$ cat src/rtl/gbs_ram.sv
// Generic single-write, single-read synchronous RAM with registered read data.
module gbs_ram #(
	parameter int WIDTH = 8,
	parameter int DEPTH = 64
) (
	input  logic                     clk,
	input  logic                     we,
	input  logic [$clog2(DEPTH)-1:0] waddr,
	input  logic [WIDTH-1:0]         wdata,
	input  logic [$clog2(DEPTH)-1:0] raddr,
	output logic [WIDTH-1:0]         rdata
);

	logic [WIDTH-1:0] mem [DEPTH];

	// Write port and registered read port.
	always_ff @(posedge clk) begin
		if (we) begin
			mem[waddr] <= wdata;
		end
		rdata <= mem[raddr];
	end

endmodule

$ cat config.mk
export PLATFORM = sky130hd
export DESIGN_NAME = gbs_ram
export DESIGN_NICKNAME = d
export VERILOG_FILES = /design/src/rtl/gbs_ram.sv
export SDC_FILE = /design/constraint.sdc
export NUM_CORES = 1
export LEC_CHECK = 0
export BUFFER_PORTS_ARGS = -buffer_cell sky130_fd_sc_hd__buf_4
export CORE_ASPECT_RATIO = 0.7
export CORE_UTILIZATION = 45
export DETAILED_ROUTE_END_ITERATION = 8
export GPL_TIMING_DRIVEN = 0
export PLACE_DENSITY_LB_ADDON = 0.05
export SETUP_SLACK_MARGIN = 0.5
export SLEW_MARGIN = 5
export SYNTH_ARGS = -nofsm -noshare
export SYNTH_HDL_FRONTEND = slang
export SYNTH_SLANG_ARGS = --single-unit
$ cat constraint.sdc
create_clock -name clk -period 2.05 [get_ports clk]
set_input_delay 0.205 -clock clk [delete_from_list [all_inputs] [get_ports clk]]
set_output_delay 0.205 -clock clk [all_outputs]
set_load 0.02 [all_outputs]
==> metrics <==
run status completed; Top delay family on crit path compound AO/OA/AOI/OAI gates; synthesized flop and latch total 520; global-route wire length before repair 73600 um; Routed WL 51620 um; Worst path max stage delay 630 ps; Nets 1047; detail-routed via count per cell 5.873; WP buf/inv 0; Synth top area share 76.24%; post-route minimum period 1970 ps; Wirelength per Cell 31.15 um; critical path class reg2reg; Synth Instances 940; hold_ws 194.6 ps; RSZ-0062 raised after global routing true; antenna violations before repair 0; crit end category flip-flop; number of synthesized flops with an enable pin 512; detailed-route via count 9732; Root Buffer clkbuf_16; met3 Usage GRT 4.951%; Slew headroom 42.21%; layout cells sized above 1 36.88%; CTS Buf Count 50; die height 179.1 um; met2 usage 32.72%; DRC 0; Core Rows 64; Data required, critical path 2480 ps; FMAX 507.7 MHz; power density cells 944.9 nW/um2; endpoints failing setup 0; GR Overflow Total 0; die area 45680 um2; synth top area cells edfxtp_1 (76%), mux4_2 (14%), nor2_1 (1.5%); Cell Chain, Critical Path mux4_2 > nor2b_1 > a2111oi_2 > o41ai_2; H-tree Lvls 2; area leader, netlist edfxtp_1; Net Count, Synth 962; worst hold path class in2reg; final weighted congestion in routability-driven placement 0.8732; Peak supply drop 0.0009118 V; syn_area_per_cell 21.45 um2; GRT busiest layer met1; most frequent cells in the layout edfxtp_1 (512), mux4_2 (126), nor2_4 (62), clkbuf_16 (53), buf_4 (42); most common cell after layout, fill and taps aside edfxtp_1; Die X 255.0 um; starting density of the core 45.87%; Mapped Area 20170 um2; setup TNS 0 ps; Post-DP HPWL 32310 um; largest net degree at the start of global routing 65; Initial DRT Pass Iterations 6; register area share after synthesis 77.03%; max-cap violations 0; clk slew on worst S/H paths 60 ps; Buffers on Ports 21; Slew Limit Fails 0; crit start category flip-flop; Filler cells 3372; Antenna Cells 0; Max Root-Sink Buffers 3; period utilization 96.07%; DRT iter0 DRCs 1008; num ports 30; Total GRT Usage 23.63%; CP max FO 1; Slowest cell on crit path a2111oi_2; clock latency on the worst-skew pair 570 ps; Setup Skew 10.78 ps; crit path DAT 2400 ps; Ys Warns 0; worst-margin pin slew 866.8 ps; vias in the first global route 9717; Layout area overhead 17.48%; GR Util met1 38.01%; clk sinks 520; CTS tree yes; Core ar. 43960 um2; Distinct cells, synth 40; fraction of registers with async set/reset 0%; Fin. Hold Viols 0; post-route ant nets 0; P_leak 7.229 nW; Primary FF master, synth edfxtp_1
## sequential cells by signal, summed over array words and instances, names as in the netlist
name / cells
mem: 512
rdata: 8
## area by class of cell
cell class	instances	area, um2	area share [%]
clock inverter	22	197.7	0.8344
timing repair buffer	33	275.3	1.162
tap	594	743.2	3.137
sequential	520	15530	65.57
buffer	51	407.9	1.722
clock buffer	68	1413	5.962
multi-input combinational	369	5120	21.61
## worst paths after layout
kind	from	to	slack, ps	cells after the start
worst max-delay path	mem[3][5]	rdata[5]	80	4
worst min-delay path	wdata[6]	mem[20][6]	190	1
worst max register to register	mem[3][5]	rdata[5]	80	4
worst min register to register	mem[31][4]	rdata[4]	920	3
## what timing repair did
item / 4_1_cts / 5_1_grt
cloned: 0 / 0
buffers inserted: 9 / 2
endpoints found under the hold margin: 2 / 0
pin swaps: 10 / 6
setup endpoints to repair: 464 / 357
hold buffers: 1 / 0
resized for setup: 139 / 44
## cells by family (layout without fill, tap and decap cells)
family,after synthesis,count (layout),share of synthesized area (%)
AOI/OAI and AO/OA,54,54,2.072
buffers and inverters,51,174,1.570
DFF,520,520,77.03
muxes,162,162,15.94
and+or+nand+nor,153,153,3.387
## per-layer routing
metal	part of all wire (%)	vias up
met1	49	5245
met2	43	314
met4	2.0	0
li1	-	4105
met5	0	-
met3	6.2	68
## power by group
group	internal, mW	switching (mW)	leakage (nW)	total (mW)
Combinational	0.500	0.899	1.76	1.40
Clock	5.30	3.90	0.792	9.20
Sequential	11.8	0.0238	4.67	11.8
## through the flow
step	util, %	power [mW]	setup slack (ps)	area [um2]	cells
final	53.89	22.39	80.47	23690	1657
after global routing	53.89	22.96	64.64	23690	1657
after CTS	53.43	22.49	76.26	23490	1655
after detailed placement	48.29	13.28	-1006	21230	1555
after global placement	48.29	13.27	-968.5	21230	1555
after floorplan	-	12.69	296.5	20330	940
## cells in the mapped netlist (4+ instances only)
| master | n |
|---|---|
| edfxtp_1 | 512 |
| mux4_2 | 126 |
| nor2_1 | 83 |
| mux2i_1 | 23 |
| nand2_1 | 19 |
| clkbuf_1 | 17 |
| nor2b_1 | 14 |
| buf_4 | 13 |
| mux2_2 | 13 |
| nand3_1 | 13 |
| buf_2 | 11 |
| dfxtp_1 | 8 |
| o221ai_1 | 8 |
| o22ai_1 | 8 |
| nand2b_1 | 7 |
| nor3_1 | 7 |
| a221oi_1 | 6 |
| a211oi_1 | 4 |
| buf_1 | 4 |
| buf_6 | 4 |
Power figures use the tool's default switching activity.
