<file path="src/rtl/gbs_pkg.sv">
// Package with the item types, register codes, state encoding and helpers of the box suppressor.
package gbs_pkg;

	// Default capacity of one detection set.
	localparam int MAX_BOXES_DEF = 64;

	// Fixed field widths.
	localparam int EDGE_W  = 16;
	localparam int SCORE_W = 16;
	localparam int CLS_W   = 7;
	localparam int IDX_W   = 6;
	localparam int KEEP_W  = 7;
	localparam int AREA_W  = 2 * EDGE_W;
	localparam int UNI_W   = AREA_W + 1;
	localparam int PROD_W  = UNI_W + 16;

	// Configuration port.
	localparam int PADDR_W = 4;
	localparam int PDATA_W = 32;
	localparam logic [1:0] REG_IOU_LIMIT   = 2'd0;
	localparam logic [1:0] REG_SCORE_FLOOR = 2'd1;
	localparam logic [1:0] REG_KEEP_LIMIT  = 2'd2;

	// Register reset values.
	localparam logic [15:0]       IOU_LIMIT_RST   = 16'd29491;
	localparam logic [15:0]       SCORE_FLOOR_RST = 16'd16384;
	localparam logic [KEEP_W-1:0] KEEP_LIMIT_RST  = 7'd64;

	// One input item.
	typedef struct packed {
		logic [EDGE_W-1:0]  box_left;
		logic [EDGE_W-1:0]  box_top;
		logic [EDGE_W-1:0]  box_right;
		logic [EDGE_W-1:0]  box_bottom;
		logic [SCORE_W-1:0] score;
		logic [CLS_W-1:0]   class_id;
		logic               last_box;
	} det_item_t;

	// One result item.
	typedef struct packed {
		logic [IDX_W-1:0] kept_index;
		logic             kept_valid;
		logic             overflow;
		logic             last_result;
	} res_item_t;

	// Corner box as held in the store.
	typedef struct packed {
		logic [EDGE_W-1:0] bottom;
		logic [EDGE_W-1:0] right;
		logic [EDGE_W-1:0] top;
		logic [EDGE_W-1:0] left;
	} box_t;

	// One stored detection.
	typedef struct packed {
		box_t               box;
		logic [SCORE_W-1:0] score;
		logic [CLS_W-1:0]   cls;
		logic [IDX_W-1:0]   pos;
	} entry_t;

	// Outcome of one entry of a scan pass.
	typedef struct packed {
		logic               v;
		logic [IDX_W-1:0]   idx;
		logic [SCORE_W-1:0] score;
		logic               sup;
	} scan_res_t;

	// Sequencer states.
	typedef enum logic [2:0] {
		S_IDLE,
		S_SCAN,
		S_DRAIN,
		S_EMIT_MID,
		S_PICK_RD,
		S_PICK_CAP,
		S_AREA,
		S_EMIT_END
	} state_t;

	// Extent of an edge pair, zero when inverted.
	function automatic logic [EDGE_W-1:0] span(input logic [EDGE_W-1:0] lo,
		input logic [EDGE_W-1:0] hi);
		span = (hi > lo) ? (hi - lo) : '0;
	endfunction

endpackage

</file>
<file path="src/rtl/gbs_overlap.sv">
// Pipelined overlap test of stored entries against the current pick.
module gbs_overlap
	import gbs_pkg::*;
(
	input  logic              clk,
	input  logic              arst_n,
	input  logic              have_pick,
	input  box_t              pick_box,
	input  logic [CLS_W-1:0]  pick_cls,
	input  logic [AREA_W-1:0] pick_area,
	input  logic [15:0]       iou_limit,
	input  logic              in_v,
	input  logic [IDX_W-1:0]  in_idx,
	input  entry_t            in_ent,
	output logic              busy,
	output scan_res_t         res
);

	logic               v_s2, v_s3, v_s4, v_s5;
	logic [IDX_W-1:0]   idx_s2, idx_s3, idx_s4, idx_s5;
	logic [SCORE_W-1:0] sc_s2, sc_s3, sc_s4, sc_s5;
	logic               same_s2, same_s3, same_s4, same_s5;
	logic [EDGE_W-1:0]  iw_s2, ih_s2, bw_s2, bh_s2;
	logic [AREA_W-1:0]  inter_s3, areab_s3, inter_s4, inter_s5;
	logic [UNI_W-1:0]   uni_s4;
	logic [PROD_W-1:0]  prod_s5;
	logic [EDGE_W-1:0]  il, it, ir, ib;

	// Intersection corners.
	always_comb begin
		il = (in_ent.box.left > pick_box.left) ? in_ent.box.left : pick_box.left;
		it = (in_ent.box.top > pick_box.top) ? in_ent.box.top : pick_box.top;
		ir = (in_ent.box.right < pick_box.right) ? in_ent.box.right : pick_box.right;
		ib = (in_ent.box.bottom < pick_box.bottom) ? in_ent.box.bottom : pick_box.bottom;
	end

	// Valid bits of the stages.
	always_ff @(posedge clk or negedge arst_n) begin
		if (!arst_n) begin
			v_s2 <= 1'b0;
			v_s3 <= 1'b0;
			v_s4 <= 1'b0;
			v_s5 <= 1'b0;
		end else begin
			v_s2 <= in_v;
			v_s3 <= v_s2;
			v_s4 <= v_s3;
			v_s5 <= v_s4;
		end
	end

	// Spans, then areas, then union, then the scaled limit.
	always_ff @(posedge clk) begin
		idx_s2   <= in_idx;
		sc_s2    <= in_ent.score;
		same_s2  <= have_pick && (in_ent.cls == pick_cls);
		iw_s2    <= span(il, ir);
		ih_s2    <= span(it, ib);
		bw_s2    <= span(in_ent.box.left, in_ent.box.right);
		bh_s2    <= span(in_ent.box.top, in_ent.box.bottom);

		idx_s3   <= idx_s2;
		sc_s3    <= sc_s2;
		same_s3  <= same_s2;
		inter_s3 <= iw_s2 * ih_s2;
		areab_s3 <= bw_s2 * bh_s2;

		idx_s4   <= idx_s3;
		sc_s4    <= sc_s3;
		same_s4  <= same_s3;
		inter_s4 <= inter_s3;
		uni_s4   <= UNI_W'(pick_area) + UNI_W'(areab_s3) - UNI_W'(inter_s3);

		idx_s5   <= idx_s4;
		sc_s5    <= sc_s4;
		same_s5  <= same_s4;
		inter_s5 <= inter_s4;
		prod_s5  <= PROD_W'(iou_limit) * PROD_W'(uni_s4);
	end

	// Final compare.
	always_comb begin
		res.v     = v_s5;
		res.idx   = idx_s5;
		res.score = sc_s5;
		res.sup   = same_s5 && ({1'b0, inter_s5, 16'b0} > prod_s5);
		busy      = v_s2 | v_s3 | v_s4 | v_s5;
	end

endmodule

</file>
<file path="config.mk">
export PLATFORM = sky130hd
export DESIGN_NAME = gbs_overlap
export DESIGN_NICKNAME = d
export VERILOG_FILES = /design/src/rtl/gbs_pkg.sv /design/src/rtl/gbs_overlap.sv
export SDC_FILE = /design/constraint.sdc
export NUM_CORES = 2
export LEC_CHECK = 0
export ABC_AREA = 1
export ABC_CLOCK_PERIOD_IN_PS = 8050
export BUFFER_PORTS_ARGS = -buffer_cell sky130_fd_sc_hd__buf_2
export CAP_MARGIN = 10
export CORE_MARGIN = 2
export CORE_UTILIZATION = 58
export CTS_BUF_LIST = sky130_fd_sc_hd__clkbuf_8 sky130_fd_sc_hd__clkbuf_16
export DETAILED_ROUTE_END_ITERATION = 8
export PLACE_DENSITY_LB_ADDON = 0.12
export SLEW_MARGIN = 20
export SYNTH_ARGS = -nofsm -noshare
export SYNTH_HDL_FRONTEND = slang
export SYNTH_SLANG_ARGS = --single-unit
</file>
<file path="constraint.sdc">
create_clock -name clk -period 8.05 [get_ports clk]
set_input_delay 0.4025 -clock clk [delete_from_list [all_inputs] [get_ports clk]]
set_output_delay 0.4025 -clock clk [all_outputs]
set_load 0.005 [all_outputs]
</file>
==> impl_results.md <==
- Status: finished clean
- Initial DRC count: around 2600
- Clk slew on worst S/H paths: about 0.070 ns
- Rel. slew slack: 0.300
- Tot GR Track Use: 0.310
- Reg-to-Reg Start: uni_s4[23]
- Deepest level of the CTS H-tree: 2
- RSZ-0062 raised after global routing: no
- Kind of critical path: reg -> reg
- Final setup TNS: 0 ns
- Vias post-DR: ~45000
- Postcts setup bufs: 0
- Data required, critical path: between 8 and 9 ns
- Commonest non-fill, non-tap cell in the layout: nand2_1
- Worst Clk Skew: 0.0355 ns
- Vias/cell: roughly 5.1
- Die Y: 311 um
- Final period util: 0.767
- CP Depth: 20
- # nets final: 9131
- DR pass1 iterations: 5
- Gr ovfl total: 0
- CP bufs+invs: 3
- Ys async rst share: 0.0108
- Rows: about 110
- Reg-to-Reg End: prod_s5[41]
- Netlist Area Pre-Place: around 55000 um^2
- Die area: about 97000 um^2
- Max-Cap Viols: 0
- Routed Antenna Nets: 0
- Worst path slowest cell: dfxtp_1
- Slowest stage delay, CP: between 0.8 and 0.9 ns
- Io pins: ~250
- Per-cell routed wire length: approximately 16 um
- CTS root buffer: clkbuf_16
- Die width: slightly above 300 um
- Initial antenna violation count: 6
- Maximum achievable frequency: 162 MHz
- Total core area: 93300 um^2
- Placer Congestion: around 0.98
- Synth Net Count: ~9100
- Area delta synth->final: 6.23%
- Hold Path Class: in -> reg
- Worst R2R Path Depth: 20
- Data arrival time of the critical path: between 6 and 7 ns
- Post-CTS Hold Buffers: 24
- Slew Viols, Final: 0
- Most frequent cells in the layout: nand2_1, inv_1, fa_1
- Setup violations, final: 0
- Syn_area_per_cell: 7.30 um^2
- CP delay by family, top: adder cells
- CP endpoint kind: flip-flop
- Largest net degree at the start of global routing: 34
- Crit path from: uni_s4[23]
- Post-CTS Resized: 0
- Yosys Warn Count: 0
- DPL Wire Length: 123000 um
- Port bufs: 240
- Final min period: slightly above 6 ns
- TritonCTS Buffers: 40
- Number of global-route vias before repair: roughly 47000
- Worst-margin pin slew: roughly 1.0 ns
- Syn Inst Count: between 7000 and 8000
- CP Cell Sequence: nand2_1 -> fa_1 -> fa_1 -> fa_1 -> inv_1 -> fa_1 -> fa_1 -> inv_1 -> fa_1 -> inv_1 -> ha_1 -> nand2_1 -> nor2_1 -> nand2_1 -> nor2_1 -> nand2_1 -> nand3_1 -> nand2_1 -> nand3_1 -> nand2_1
- Clock insertion delay at the later pin of the skew report: about 0.60 ns
- CTS Sinks: 370
- Commonest register cell after synthesis: dfxtp_1
- Critical path endpoint: prod_s5[41]
- R2r setup slk: ~1.9 ns
- Hold Violations, Final: 0
- Crit path launch type: flip-flop
- Crit-path max FO: 16
- Register area share after synthesis: 0.136
- Clock buffer depth: 3
- # DRC: 0
- CTS tree: yes
- Synth unique cells: 48
- Yosys reg bits: 370
- First-pass GRT wire length: ~240000 um
- EDFF count, synth: 0
- Final WL: ~150000 um
- Layout cells sized above 1: 0.0501
- Initial cell density of the core: 0.586
-- worst min-delay path by stage --
stage	start	end	cells past startpoint
after global routing	in_ent[6]	same_s2	2
after CTS	in_ent[6]	same_s2	2
after global placement	arst_n	v_s5	1
after floorplan	arst_n	v_s2	0
final	in_ent[6]	same_s2	2
after detailed placement	arst_n	v_s5	1
-- cells by family (layout without fill, tap and decap cells) --
group / count (synthesis) / count (layout) / synth area share
and+or+nand+nor: 2902 / 2902 / 0.213
buffers and inverters: 2324 / 2395 / 0.161
adders and majority gates: 1376 / 1376 / 0.432
AOI/OAI and AO/OA: 414 / 414 / 0.0412
DFF: 370 / 370 / 0.136
xor gates and xnor gates: 107 / 107 / 0.0171
other: 0 / 2 / 0
-- cell usage after synthesis (all sizes together), types with 4 or more instances --
cell | number | area, um^2
dfrtp | 4 | 100
xor2 | 90 | 788
nand2 | 2218 | 8370
a21o | 23 | 173
nand3b | 7 | 52.6
a21oi | 247 | 1250
xnor2 | 17 | 149
nor4 | 5 | 46.3
buf | 16 | 123
and2 | 4 | 27.5
ha | 520 | 6510
o21a | 6 | 45.0
o21bai | 16 | 120
nor3 | 49 | 260
inv | 2049 | 7690
o21ai | 105 | 533
o211ai | 6 | 50.1
fa | 856 | 17100
nand3 | 241 | 1240
nor2 | 322 | 1280
nand4 | 52 | 325
dfxtp | 366 | 7330
clkbuf | 259 | 972
a31oi | 7 | 43.8
-- through the flow --
stage / std cells / hold slack, ns / util / instance area, um^2 / setup WS (ns)
after floorplan: 7493 / 0.107 / - / 54700 / 2.66
after global routing: 8819 / 0.0940 / 0.622 / 58100 / 1.63
after CTS: 8818 / 0.0849 / 0.622 / 58100 / 1.93
after global placement: 8721 / 0.208 / 0.604 / 56400 / 1.80
after detailed placement: 8721 / 0.212 / 0.604 / 56400 / 1.80
final: 8820 / 0.111 / 0.622 / 58100 / 1.87
-- registers in the layout, summed over array words and instances (netlist names), 6 cells and up --
| register | cells |
|---|---|
| bh_s2 | 16 |
| sc_s2 | 16 |
| inter_s5 | 32 |
| sc_s5 | 16 |
| prod_s5 | 49 |
| idx_s5 | 6 |
| idx_s4 | 6 |
| idx_s3 | 6 |
| sc_s4 | 16 |
| inter_s4 | 32 |
| idx_s2 | 6 |
| inter_s3 | 32 |
| bw_s2 | 16 |
| iw_s2 | 16 |
| uni_s4 | 33 |
| ih_s2 | 16 |
| sc_s3 | 16 |
| areab_s3 | 32 |
-- layer usage --
metal	wire (um)	part of all wire	GRT usage
met1	59900	0.41	0.390
met2	71400	0.49	0.549
met3	8170	0.056	0.0366
met4	5770	0.040	0.112
met5	46	0.00032	0
-- worst register-to-register path: cells and delay by family (launching register included) --
| family | cells | cell delay, ns |
|---|---|---|
| flops | 1 | 0.89 |
| buf+inv | 3 | 0.15 |
| fa+ha+maj | 7 | 3.47 |
| simple gates | 10 | 1.55 |
-- cell type report --
class	instances	area [um^2]
sequential	370	7430
antenna	2	5.00
tap	1254	1570
inverter	2049	7690
clock inverter	30	378
clock buffer	43	1040
multi-input combinational	4799	38500
fill	8797	35300
timing repair buffer	273	1510
Power is not shown: default switching activity piles up to over one toggle a cycle in this logic, so the estimate is an artifact.
